## src/skrt_pkg.sv

```systemverilog
// ----------------------------------------------------------------------------
// skrt_pkg: shared definitions of the sorted keyed record table
// Function, status and result source codes, port widths, and the command
// and status groups that join the controller and the datapath.
// ----------------------------------------------------------------------------
package skrt_pkg;

    // Port field widths and default sizes
    localparam int PORT_FIELD_W    = 16;
    localparam int FUNC_W          = 3;
    localparam int STATUS_W        = 3;
    localparam int SRC_W           = 3;
    localparam int S_TDATA_W       = 56;
    localparam int M_TDATA_W       = 48;
    localparam int CAPACITY_DEF    = 32;
    localparam int FIELD_BITS_DEF  = 16;

    // Function codes
    localparam logic [FUNC_W-1:0] FN_INSERT    = 3'd0;
    localparam logic [FUNC_W-1:0] FN_LOOKUP    = 3'd1;
    localparam logic [FUNC_W-1:0] FN_UPDATE    = 3'd2;
    localparam logic [FUNC_W-1:0] FN_REMOVE    = 3'd3;
    localparam logic [FUNC_W-1:0] FN_LIST_ASC  = 3'd4;
    localparam logic [FUNC_W-1:0] FN_LIST_DESC = 3'd5;

    // Result status codes
    localparam logic [STATUS_W-1:0] ST_OK        = 3'd0;
    localparam logic [STATUS_W-1:0] ST_NOT_FOUND = 3'd1;
    localparam logic [STATUS_W-1:0] ST_DUPLICATE = 3'd2;
    localparam logic [STATUS_W-1:0] ST_FULL      = 3'd3;
    localparam logic [STATUS_W-1:0] ST_EMPTY     = 3'd4;

    // Where the fields of a single result come from
    localparam logic [SRC_W-1:0] SRC_NONE = 3'd0;  // all fields zero
    localparam logic [SRC_W-1:0] SRC_ECHO = 3'd1;  // request key, zero values
    localparam logic [SRC_W-1:0] SRC_MEM  = 3'd2;  // record read from the table
    localparam logic [SRC_W-1:0] SRC_NEW  = 3'd3;  // request fields
    localparam logic [SRC_W-1:0] SRC_UPD  = 3'd4;  // stored record merged with update

    typedef logic [FUNC_W-1:0]   func_t;
    typedef logic [STATUS_W-1:0] status_t;
    typedef logic [SRC_W-1:0]    src_t;

    // Controller to datapath
    typedef struct packed {
        logic    load;        // capture a request
        logic    scan_step;   // search for the lower bound of the key
        logic    upd_write;   // write the merged record back
        logic    up_start;    // open a shift toward higher indexes
        logic    up_step;
        logic    ins_write;   // write the new record at its slot
        logic    dn_start;    // open a shift toward lower indexes
        logic    dn_step;
        logic    list_step;   // stream out the table
        logic    emit;        // load a single result
        status_t emit_status;
        src_t    emit_src;
    } cmd_t;

    // Datapath to controller
    typedef struct packed {
        func_t func;
        logic  eq;
        logic  full;
        logic  empty;
        logic  scan_done;
        logic  up_done;
        logic  dn_done;
        logic  list_done;
        logic  out_free;
    } sts_t;

endpackage

```

## src/sorted_keyed_record_table.sv

```systemverilog
// ----------------------------------------------------------------------------
// sorted_keyed_record_table: bounded table of records kept in key order
// Insert, lookup, update, remove and ascending or descending listing over
// a table of key, speed and duration records.
// ----------------------------------------------------------------------------
// The block takes one request at a time; s_tready is high only while it is
// idle. Requests walk the record memory through its single read port and
// single write port, one entry per cycle, except that a listing holds while
// the output register is full. Lookup, update and a rejected insert take the
// search only. Insert and remove add a shift of the records above the slot,
// one per cycle. The search stops at that slot.
// A listing streams one record per cycle after the registered read, while
// the output is not stalled. A stalled result stays in the output register
// while the next request is accepted.
// Function codes 6 and 7 are accepted and produce no result.
// ----------------------------------------------------------------------------
module sorted_keyed_record_table
    import skrt_pkg::*;
#(
    parameter int CAPACITY   = CAPACITY_DEF,
    parameter int FIELD_BITS = FIELD_BITS_DEF
)
(
    input  logic                 clk,
    input  logic                 rst_n,
    input  logic                 s_tvalid,
    output logic                 s_tready,
    input  logic [S_TDATA_W-1:0] s_tdata,   // key, speed, duration, set_speed,
                                            // set_duration, zero pad
    input  logic [FUNC_W-1:0]    s_tuser,   // func
    output logic                 m_tvalid,
    input  logic                 m_tready,
    output logic [M_TDATA_W-1:0] m_tdata,   // rec_key, rec_speed, rec_duration
    output logic [STATUS_W-1:0]  m_tuser,   // status
    output logic                 m_tlast    // last
);

    cmd_t cmd;
    sts_t sts;

    skrt_ctrl u_ctrl
    (
        .clk      (clk),
        .rst_n    (rst_n),
        .s_tvalid (s_tvalid),
        .in_func  (s_tuser),
        .sts      (sts),
        .ready    (s_tready),
        .cmd      (cmd)
    );

    skrt_dp #(
        .CAPACITY   (CAPACITY),
        .FIELD_BITS (FIELD_BITS)
    ) u_dp
    (
        .clk      (clk),
        .rst_n    (rst_n),
        .s_tdata  (s_tdata),
        .in_func  (s_tuser),
        .cmd      (cmd),
        .sts      (sts),
        .m_tvalid (m_tvalid),
        .m_tready (m_tready),
        .m_tdata  (m_tdata),
        .m_tuser  (m_tuser),
        .m_tlast  (m_tlast)
    );

    // A result that is not ok always closes its request
    a_err_is_last: assert property (@(posedge clk) disable iff (!rst_n)
        (m_tvalid && m_tuser != ST_OK) |-> m_tlast)
        else $error("non-ok result without last");

    // Never open a shift for insert into a full table
    a_no_shift_full: assert property (@(posedge clk) disable iff (!rst_n)
        cmd.up_start |-> !sts.full)
        else $error("shift started on a full table");

    // The listing ends only while its final record can be loaded
    a_list_end_free: assert property (@(posedge clk) disable iff (!rst_n)
        (cmd.list_step && sts.list_done) |=> (m_tvalid && m_tlast))
        else $error("listing ended without its last record");

    // A single result is loaded only into a free output register
    a_emit_free: assert property (@(posedge clk) disable iff (!rst_n)
        cmd.emit |-> (!m_tvalid || m_tready))
        else $error("result overwrote a pending transaction");

endmodule

```

## src/skrt_ctrl.sv

```systemverilog
// ----------------------------------------------------------------------------
// skrt_ctrl: sequencer of the sorted keyed record table
// Steps each request through search, shift, write, result and listing phases and
// drives the datapath by command; it holds the pending result code.
// ----------------------------------------------------------------------------
module skrt_ctrl
    import skrt_pkg::*;
(
    input  logic  clk,
    input  logic  rst_n,
    input  logic  s_tvalid,
    input  func_t in_func,
    input  sts_t  sts,
    output logic  ready,
    output cmd_t  cmd
);

    localparam logic [2:0] S_IDLE    = 3'd0;
    localparam logic [2:0] S_SCAN    = 3'd1;
    localparam logic [2:0] S_DECIDE  = 3'd2;
    localparam logic [2:0] S_UPSHIFT = 3'd3;
    localparam logic [2:0] S_INSWR   = 3'd4;
    localparam logic [2:0] S_EMIT    = 3'd5;
    localparam logic [2:0] S_DNSHIFT = 3'd6;
    localparam logic [2:0] S_LIST    = 3'd7;

    logic [2:0] state_reg, state_next;
    status_t    st_reg, st_next;
    src_t       src_reg, src_next;

    // Sequence the phases of one request
    always_comb
    begin
        state_next = state_reg;
        st_next    = st_reg;
        src_next   = src_reg;
        cmd        = '0;
        cmd.emit_status = st_reg;
        cmd.emit_src    = src_reg;
        ready      = 1'b0;
        case (state_reg)
            S_IDLE:
            begin
                ready = 1'b1;
                if (s_tvalid)
                begin
                    cmd.load = 1'b1;
                    if (in_func inside {FN_INSERT, FN_LOOKUP, FN_UPDATE, FN_REMOVE})
                    begin
                        state_next = S_SCAN;
                    end
                    else if (in_func inside {FN_LIST_ASC, FN_LIST_DESC})
                    begin
                        if (sts.empty)
                        begin
                            st_next    = ST_EMPTY;
                            src_next   = SRC_NONE;
                            state_next = S_EMIT;
                        end
                        else
                        begin
                            state_next = S_LIST;
                        end
                    end
                end
            end
            S_SCAN:
            begin
                cmd.scan_step = 1'b1;
                if (sts.scan_done)
                begin
                    state_next = S_DECIDE;
                end
            end
            S_DECIDE:
            begin
                state_next = S_EMIT;
                if (sts.func == FN_INSERT)
                begin
                    if (sts.eq)
                    begin
                        st_next  = ST_DUPLICATE;
                        src_next = SRC_MEM;
                    end
                    else if (sts.full)
                    begin
                        st_next  = ST_FULL;
                        src_next = SRC_ECHO;
                    end
                    else
                    begin
                        cmd.up_start = 1'b1;
                        state_next   = S_UPSHIFT;
                    end
                end
                else if (!sts.eq)
                begin
                    st_next  = ST_NOT_FOUND;
                    src_next = SRC_ECHO;
                end
                else if (sts.func == FN_UPDATE)
                begin
                    cmd.upd_write = 1'b1;
                    st_next       = ST_OK;
                    src_next      = SRC_UPD;
                end
                else
                begin
                    st_next  = ST_OK;
                    src_next = SRC_MEM;
                end
            end
            S_UPSHIFT:
            begin
                cmd.up_step = 1'b1;
                if (sts.up_done)
                begin
                    state_next = S_INSWR;
                end
            end
            S_INSWR:
            begin
                cmd.ins_write = 1'b1;
                st_next       = ST_OK;
                src_next      = SRC_NEW;
                state_next    = S_EMIT;
            end
            S_EMIT:
            begin
                // Hold until the output register is free
                if (sts.out_free)
                begin
                    cmd.emit = 1'b1;
                    if (sts.func == FN_REMOVE && st_reg == ST_OK)
                    begin
                        cmd.dn_start = 1'b1;
                        state_next   = S_DNSHIFT;
                    end
                    else
                    begin
                        state_next = S_IDLE;
                    end
                end
            end
            S_DNSHIFT:
            begin
                cmd.dn_step = 1'b1;
                if (sts.dn_done)
                begin
                    state_next = S_IDLE;
                end
            end
            S_LIST:
            begin
                cmd.list_step = 1'b1;
                if (sts.list_done)
                begin
                    state_next = S_IDLE;
                end
            end
            default:
            begin
                state_next = S_IDLE;
            end
        endcase
    end

    always_ff @(posedge clk or negedge rst_n)
    begin
        if (!rst_n)
        begin
            state_reg <= S_IDLE;
            st_reg    <= ST_OK;
            src_reg   <= SRC_NONE;
        end
        else
        begin
            state_reg <= state_next;
            st_reg    <= st_next;
            src_reg   <= src_next;
        end
    end

endmodule

```

## src/skrt_dp.sv

```systemverilog
// ----------------------------------------------------------------------------
// skrt_dp: datapath of the sorted keyed record table
// Holds the request, the record memory with its registered read port, the
// walk counter shared by search, shifts and listing, and the result register.
// ----------------------------------------------------------------------------
module skrt_dp
    import skrt_pkg::*;
#(
    parameter int CAPACITY   = CAPACITY_DEF,
    parameter int FIELD_BITS = FIELD_BITS_DEF
)
(
    input  logic                 clk,
    input  logic                 rst_n,
    input  logic [S_TDATA_W-1:0] s_tdata,
    input  func_t                in_func,
    input  cmd_t                 cmd,
    output sts_t                 sts,
    output logic                 m_tvalid,
    input  logic                 m_tready,
    output logic [M_TDATA_W-1:0] m_tdata,
    output status_t              m_tuser,
    output logic                 m_tlast
);

    localparam int IDX_W = $clog2(CAPACITY + 1);
    localparam int AW    = (CAPACITY > 1) ? $clog2(CAPACITY) : 1;
    localparam int FB    = FIELD_BITS;
    localparam int RW    = 3 * FIELD_BITS;
    localparam int PW    = PORT_FIELD_W;

    // Request
    func_t             func_reg;
    logic [FB-1:0]     key_reg, speed_reg, dur_reg;
    logic              set_s_reg, set_d_reg;

    // Table and walk state
    logic [RW-1:0]     mem [CAPACITY];
    logic [RW-1:0]     rdata_reg;
    logic [IDX_W-1:0]  count_reg, count_next;
    logic [IDX_W-1:0]  idx_reg, idx_next;
    logic [IDX_W-1:0]  pos_reg, pos_next;
    logic              pend_reg, pend_next;
    logic              eq_reg, eq_next;
    logic [AW-1:0]     wa_reg, wa_next;

    // Result register
    logic              out_valid_reg, out_valid_next;
    status_t           out_status_reg, out_status_next;
    logic [PW-1:0]     out_key_reg, out_key_next;
    logic [PW-1:0]     out_speed_reg, out_speed_next;
    logic [PW-1:0]     out_dur_reg, out_dur_next;
    logic              out_last_reg, out_last_next;

    // Memory port
    logic              rd_en, wr_en;
    logic [AW-1:0]     rd_addr, wr_addr;
    logic [RW-1:0]     wr_data;

    logic [FB-1:0]     rkey, rspeed, rdur, new_speed, new_dur;
    logic              scan_hit, scan_done, up_done, dn_done;
    logic              out_free, list_adv, list_more, list_done;
    logic [IDX_W-1:0]  idx_dec, idx_inc, list_addr;

    assign rkey      = rdata_reg[RW-1 -: FB];
    assign rspeed    = rdata_reg[2*FB-1 -: FB];
    assign rdur      = rdata_reg[FB-1:0];
    assign new_speed = set_s_reg ? speed_reg : rspeed;
    assign new_dur   = set_d_reg ? dur_reg : rdur;

    assign idx_dec   = idx_reg - 1'b1;
    assign idx_inc   = idx_reg + 1'b1;

    // Search ends on the first stored key not below the request, or at the end
    assign scan_hit  = pend_reg && (rkey >= key_reg);
    assign scan_done = scan_hit || (idx_reg == count_reg);
    assign up_done   = (idx_reg == pos_reg) && !pend_reg;
    assign dn_done   = (idx_reg == count_reg) && !pend_reg;

    assign out_free  = !out_valid_reg || m_tready;
    assign list_adv  = !pend_reg || out_free;
    assign list_more = (idx_reg != count_reg);
    assign list_done = pend_reg && out_free && !list_more;
    assign list_addr = (func_reg == FN_LIST_ASC) ? idx_reg : (count_reg - 1'b1 - idx_reg);

    assign sts.func      = func_reg;
    assign sts.eq        = eq_reg;
    assign sts.full      = (count_reg == IDX_W'(CAPACITY));
    assign sts.empty     = (count_reg == '0);
    assign sts.scan_done = scan_done;
    assign sts.up_done   = up_done;
    assign sts.dn_done   = dn_done;
    assign sts.list_done = list_done;
    assign sts.out_free  = out_free;

    // Drive the memory port for the active phase
    always_comb
    begin
        rd_en   = 1'b0;
        rd_addr = idx_reg[AW-1:0];
        wr_en   = 1'b0;
        wr_addr = wa_reg;
        wr_data = rdata_reg;
        if (cmd.scan_step && !scan_done)
        begin
            rd_en = 1'b1;
        end
        if (cmd.up_step)
        begin
            wr_en   = pend_reg;
            rd_en   = (idx_reg != pos_reg);
            rd_addr = idx_dec[AW-1:0];
        end
        if (cmd.dn_step)
        begin
            wr_en = pend_reg;
            rd_en = (idx_reg != count_reg);
        end
        if (cmd.upd_write)
        begin
            wr_en   = 1'b1;
            wr_addr = pos_reg[AW-1:0];
            wr_data = {rkey, new_speed, new_dur};
        end
        if (cmd.ins_write)
        begin
            wr_en   = 1'b1;
            wr_addr = pos_reg[AW-1:0];
            wr_data = {key_reg, speed_reg, dur_reg};
        end
        if (cmd.list_step && list_adv && list_more)
        begin
            rd_en   = 1'b1;
            rd_addr = list_addr[AW-1:0];
        end
    end

    // Advance the walk counter, the bound and the fill count
    always_comb
    begin
        idx_next   = idx_reg;
        pend_next  = pend_reg;
        pos_next   = pos_reg;
        eq_next    = eq_reg;
        wa_next    = wa_reg;
        count_next = count_reg;
        if (cmd.load)
        begin
            idx_next  = '0;
            pend_next = 1'b0;
        end
        if (cmd.scan_step)
        begin
            if (scan_done)
            begin
                pos_next = scan_hit ? idx_dec : idx_reg;
                eq_next  = scan_hit && (rkey == key_reg);
            end
            else
            begin
                idx_next  = idx_inc;
                pend_next = 1'b1;
            end
        end
        if (cmd.up_start)
        begin
            idx_next  = count_reg;
            pend_next = 1'b0;
        end
        if (cmd.up_step)
        begin
            pend_next = (idx_reg != pos_reg);
            if (idx_reg != pos_reg)
            begin
                wa_next  = idx_reg[AW-1:0];
                idx_next = idx_dec;
            end
        end
        if (cmd.ins_write)
        begin
            count_next = count_reg + 1'b1;
        end
        if (cmd.dn_start)
        begin
            idx_next  = pos_reg + 1'b1;
            pend_next = 1'b0;
        end
        if (cmd.dn_step)
        begin
            pend_next = (idx_reg != count_reg);
            if (idx_reg != count_reg)
            begin
                wa_next  = idx_dec[AW-1:0];
                idx_next = idx_inc;
            end
            if (dn_done)
            begin
                count_next = count_reg - 1'b1;
            end
        end
        if (cmd.list_step && list_adv)
        begin
            pend_next = list_more;
            if (list_more)
            begin
                idx_next = idx_inc;
            end
        end
    end

    // Load the result register from a single result or the listing stream
    always_comb
    begin
        out_valid_next  = out_valid_reg && !m_tready;
        out_status_next = out_status_reg;
        out_key_next    = out_key_reg;
        out_speed_next  = out_speed_reg;
        out_dur_next    = out_dur_reg;
        out_last_next   = out_last_reg;
        if (cmd.emit)
        begin
            out_valid_next  = 1'b1;
            out_status_next = cmd.emit_status;
            out_last_next   = 1'b1;
            case (cmd.emit_src)
                SRC_ECHO:
                begin
                    out_key_next   = PW'(key_reg);
                    out_speed_next = '0;
                    out_dur_next   = '0;
                end
                SRC_MEM:
                begin
                    out_key_next   = PW'(rkey);
                    out_speed_next = PW'(rspeed);
                    out_dur_next   = PW'(rdur);
                end
                SRC_NEW:
                begin
                    out_key_next   = PW'(key_reg);
                    out_speed_next = PW'(speed_reg);
                    out_dur_next   = PW'(dur_reg);
                end
                SRC_UPD:
                begin
                    out_key_next   = PW'(rkey);
                    out_speed_next = PW'(new_speed);
                    out_dur_next   = PW'(new_dur);
                end
                default:
                begin
                    out_key_next   = '0;
                    out_speed_next = '0;
                    out_dur_next   = '0;
                end
            endcase
        end
        if (cmd.list_step && list_adv && pend_reg)
        begin
            out_valid_next  = 1'b1;
            out_status_next = ST_OK;
            out_key_next    = PW'(rkey);
            out_speed_next  = PW'(rspeed);
            out_dur_next    = PW'(rdur);
            out_last_next   = !list_more;
        end
    end

    // Record memory with registered read
    always_ff @(posedge clk)
    begin
        if (wr_en)
        begin
            mem[wr_addr] <= wr_data;
        end
        if (rd_en)
        begin
            rdata_reg <= mem[rd_addr];
        end
    end

    // Request, walk state and result payload registers
    always_ff @(posedge clk)
    begin
        if (cmd.load)
        begin
            func_reg  <= in_func;
            key_reg   <= FB'(s_tdata[15:0]);
            speed_reg <= FB'(s_tdata[31:16]);
            dur_reg   <= FB'(s_tdata[47:32]);
            set_s_reg <= s_tdata[48];
            set_d_reg <= s_tdata[49];
        end
        idx_reg        <= idx_next;
        pos_reg        <= pos_next;
        eq_reg         <= eq_next;
        wa_reg         <= wa_next;
        out_status_reg <= out_status_next;
        out_key_reg    <= out_key_next;
        out_speed_reg  <= out_speed_next;
        out_dur_reg    <= out_dur_next;
        out_last_reg   <= out_last_next;
    end

    // Control registers
    always_ff @(posedge clk or negedge rst_n)
    begin
        if (!rst_n)
        begin
            count_reg     <= '0;
            pend_reg      <= 1'b0;
            out_valid_reg <= 1'b0;
        end
        else
        begin
            count_reg     <= count_next;
            pend_reg      <= pend_next;
            out_valid_reg <= out_valid_next;
        end
    end

    assign m_tvalid = out_valid_reg;
    assign m_tdata  = {out_dur_reg, out_speed_reg, out_key_reg};
    assign m_tuser  = out_status_reg;
    assign m_tlast  = out_last_reg;

endmodule

```

## config.mk

```make
export PLATFORM = sky130hd
export DESIGN_NAME = sorted_keyed_record_table
export DESIGN_NICKNAME = d
export VERILOG_FILES = /design/src/skrt_pkg.sv /design/src/sorted_keyed_record_table.sv /design/src/skrt_ctrl.sv /design/src/skrt_dp.sv
export SDC_FILE = /design/constraint.sdc
export NUM_CORES = 2
export LEC_CHECK = 0
export ABC_CLOCK_PERIOD_IN_PS = 13400
export BUFFER_PORTS_ARGS = -buffer_cell sky130_fd_sc_hd__buf_2
export CORE_MARGIN = 3
export CORE_UTILIZATION = 42
export CTS_CLUSTER_DIAMETER = 120
export CTS_CLUSTER_SIZE = 16
export DETAILED_ROUTE_END_ITERATION = 8
export GPL_ROUTABILITY_DRIVEN = 0
export MAX_ROUTING_LAYER = met4
export PLACE_DENSITY = 0.64
export SYNTH_ARGS = -nofsm -noshare
export SYNTH_HDL_FRONTEND = slang
export SYNTH_SLANG_ARGS = --single-unit
export TNS_END_PERCENT = 100
```

## constraint.sdc

```tcl
create_clock -name clk -period 13.4 [get_ports clk]
set_input_delay 1.34 -clock clk [delete_from_list [all_inputs] [get_ports clk]]
set_output_delay 1.34 -clock clk [all_outputs]
set_load 0.05 [all_outputs]
```

==> results.json <==
{
  "cellPowerDensity_mw_per_mm2": 260,
  "fp.dieH_um": 413,
  "cp_cell_sequence": "ha_1 -> or4_1 -> o32a_2 -> buf_4 -> nand4_4 -> buf_4 -> buf_4 -> a221oi_1 -> o21ai_0 -> o221ai_1 -> nor4_2",
  "ir_worst_vdd_v": 0.000294,
  "die_w_um": 413,
  "layout-area-overhead-vs-synth_pct": 8.48,
  "stdcell_area_mm2": 0.0753,
  "cap_violations": 0,
  "tns_ps": 0,
  "power.share.clock_pct": 17.4,
  "first_iter_violations": 5287,
  "track_usage_pct": 21.5,
  "crit_path_top_delay_cell": "buf_4",
  "syn_area_per_cell_um2": 14.3,
  "synth_cell_types": 71,
  "synth-edff-count": 1693,
  "hold_path_class": "in -> async",
  "num_vias": 41800,
  "end_kind": "register",
  "syn_inst": 4855,
  "post_drt_wl_per_cell_um": 25.9,
  "yosysTopAreaCell": "edfxtp_1",
  "gr-total-overflow": 0,
  "cts_tree": "done",
  "status": "completed",
  "initial_utilization_pct": 42.5,
  "hold_buffers": 0,
  "antenna_found_initial": 4,
  "power_frac_seq_pct": 39.8,
  "grt_pass1_vias": 39800,
  "grt_start_max_net_pins": 196,
  "clock-sinks": 1724,
  "ys_ff_latch": 1724,
  "timing.final.crit_share_pct": 47.3,
  "hpwl_um": 93600,
  "design.die.area_mm2": 0.170,
  "rows": 148,
  "layout-drive-gt1-share_pct": 10.1,
  "dpl-instance-area_mm2": 0.0720,
  "largest_reg_flops": 1536,
  "nets": 4906,
  "ys_warn_count": 0,
  "first_pass_iters": 6,
  "grt_pass1_wl_um": 266000,
  "critPathRequiredTime_ps": 13970,
  "arrival_ps": 6910,
  "switchingPower_mw": 8.02,
  "worstMarginPinSlew_ps": 1260,
  "synthFlopType": "edfxtp_1",
  "min_period_ps": 6340,
  "hold_ws_ps": 497,
  "startpoint_type": "register",
  "h-tree-depth": 3,
  "syn-num-nets": 4944,
  "core_mm2": 0.164,
  "cts_buffers": 119,
  "rsz0062_at_grt": "no",
  "crit_path_frequent_cell": "buf_4",
  "slew_violations": 0,
  "ctsResizeCount": 0,
  "fmax_mhz": 158,
  "critical_path_class": "reg -> reg",
  "drc_errors": 0,
  "combPwrFrac_pct": 42.7,
  "p_int_mw": 11.5,
  "drt_wl_total_um": 182000,
  "ys_async_sr_fraction_pct": 0.986,
  "synth_area_mm2": 0.0694,
  "p_leak_nw": 24.5,
  "cp_max_fo": 77,
  "max-slew-margin-rel_pct": 15.7,
  "port_buffers": 110,
  "num_io_pins": 117,
  "cts_post_setup_buffers_inserted": 0,
  "ctsLongestPathBuffers": 3,
  "synth_common_cells": "1693 x edfxtp_1, 974 x nand2_1, 460 x a21oi_1",
  "postRouteAntennaNets": 0,
  "clk_pin_slew_ps": 90,
  "final-hold-violation-count": 0,
  "netSwitchingFraction_pct": 41.0,
  "synth_most_common_cell": "edfxtp_1",
  "clock_latency_ps": 770,
  "synth_top_area_share_pct": 73.2,
  "fin_skew_ps": 32.8,
  "synth_seq_area_share_pct": 74.3,
  "max_stage_delay_ps": 940,
  "synth_area_leaders": "edfxtp_1 73%, nand2_1 5.3%, a21oi_1 3.3%, a22oi_1 2.1%, o22ai_1 1.3%",
  "cts_root_buf": "clkbuf_16",
  "avgViaCountPerCell": 5.95,
  "setup_viol": 0
}
==> cells by family (layout without fill, tap and decap cells) <==
logic type | count (synthesis) | in the layout | share of synthesized area (%)
AO/OA/AOI/OAI | 1282 | 1282 | 12.3
XOR/XNOR | 39 | 39 | 0.492
adder cells (fa/ha/maj) | 26 | 26 | 0.479
buffers and inverters | 437 | 431 | 2.96
flip-flops | 1724 | 1724 | 74.3
multiplexers | 109 | 109 | 1.67
other | 0 | 3 | 0
AND/OR/NAND/NOR | 1238 | 1238 | 7.86
==> worst max-delay path: cells and delay by family, from the launching register on <==
| kind | cells | cell delay [ps] |
|---|---|---|
| compound gates | 4 | 1180 |
| fa+ha+maj | 1 | 370 |
| buf+inv | 3 | 2120 |
| flops | 1 | 690 |
| simple gates | 3 | 1660 |
==> layer usage <==
metal / part of all wire (%) / up-vias / GRT usage [%]
met3: 9.2 / 301 / 3.90
li1: - / 18500 / -
met5: 0 / - / -
met1: 42 / 21100 / 30.0
met2: 46 / 1864 / 32.8
met4: 2.3 / 0 / 5.66
==> metrics by stage <==
step | total power, mW | instances | utilization [%] | worst slack [ps]
final | 19.6 | 7027 | 46.1 | 7060
after global routing | 20.6 | 7026 | 46.1 | 6760
after CTS | 19.6 | 7024 | 46.0 | 7150
after detailed placement | 16.2 | 6871 | 44.0 | 6600
after global placement | 16.0 | 6871 | 44.0 | 6700
after floorplan | 13.8 | 4855 | - | 8970
==> cells in the final DEF (no fill, tap or decap), types with 33 or more instances in the layout <==
| master | synthesis | layout |
|---|---|---|
| and3_1 | 59 | 58 |
| inv_1 | 85 | 84 |
| clkbuf_16 | 0 | 120 |
| nor2_4 | 0 | 33 |
| mux2_2 | 52 | 52 |
| o21ai_0 | 64 | 63 |
| a21oi_1 | 460 | 456 |
| a22oi_1 | 193 | 193 |
| buf_4 | 35 | 79 |
| o221ai_1 | 49 | 49 |
| edfxtp_1 | 1693 | 1693 |
| buf_2 | 123 | 110 |
| a211oi_1 | 53 | 53 |
| mux2i_1 | 57 | 57 |
| a221oi_1 | 52 | 52 |
| a22o_1 | 48 | 48 |
| a41oi_1 | 49 | 49 |
| nand2_1 | 974 | 968 |
| nor2_1 | 67 | 34 |
| nor4_2 | 48 | 48 |
| a32oi_1 | 98 | 98 |
| o22ai_1 | 147 | 147 |
==> final timing paths <==
path	startpoint	end	slack [ps]	cells after the start
setup / recovery	u_dp.idx_reg[0]$_DFF_P_	u_dp.rdata_reg[3]$_DFFE_PP_	7060	11
hold / removal	rst_n	u_ctrl.st_reg[0]$_DFFE_PN0P_	500	1
hold reg to reg	u_dp.m_tuser[1]$_SDFFE_PP0P_	u_dp.m_tuser[1]$_SDFFE_PP0P_	500	2
min in group clk	u_dp.m_tuser[1]$_SDFFE_PP0P_	u_dp.m_tuser[1]$_SDFFE_PP0P_	500	2
setup reg to reg	u_dp.idx_reg[0]$_DFF_P_	u_dp.rdata_reg[3]$_DFFE_PP_	7060	11
max in group asynchronous	rst_n	u_dp.pend_reg$_DFF_PN0_	12600	1
==> layout make-up <==
cell class	count	area, µm²
Antenna cell	3	7.51
Clock buffer	142	3090
Clock inverter	11	196
Fill cell	14000	88200
Inverter	85	320
Multi-Input combinational cell	2694	16200
Sequential cell	1724	51500
Tap cell	2175	2720
Timing Repair Buffer	193	1220
==> power groups by stage <==
| stage | logic [mW] | registers, mW | clock network, mW |
|---|---|---|---|
| 2_1_floorplan | 5.83 | 7.92 | 0 |
| 3_5_place_dp | 8.31 | 7.90 | 0 |
| 3_3_place_gp | 8.15 | 7.90 | 0 |
| 6_report | 8.36 | 7.79 | 3.41 |
| 5_1_grt | 9.10 | 7.83 | 3.65 |
| 4_1_cts | 8.33 | 7.79 | 3.46 |
(Power assumes the default switching activity.)
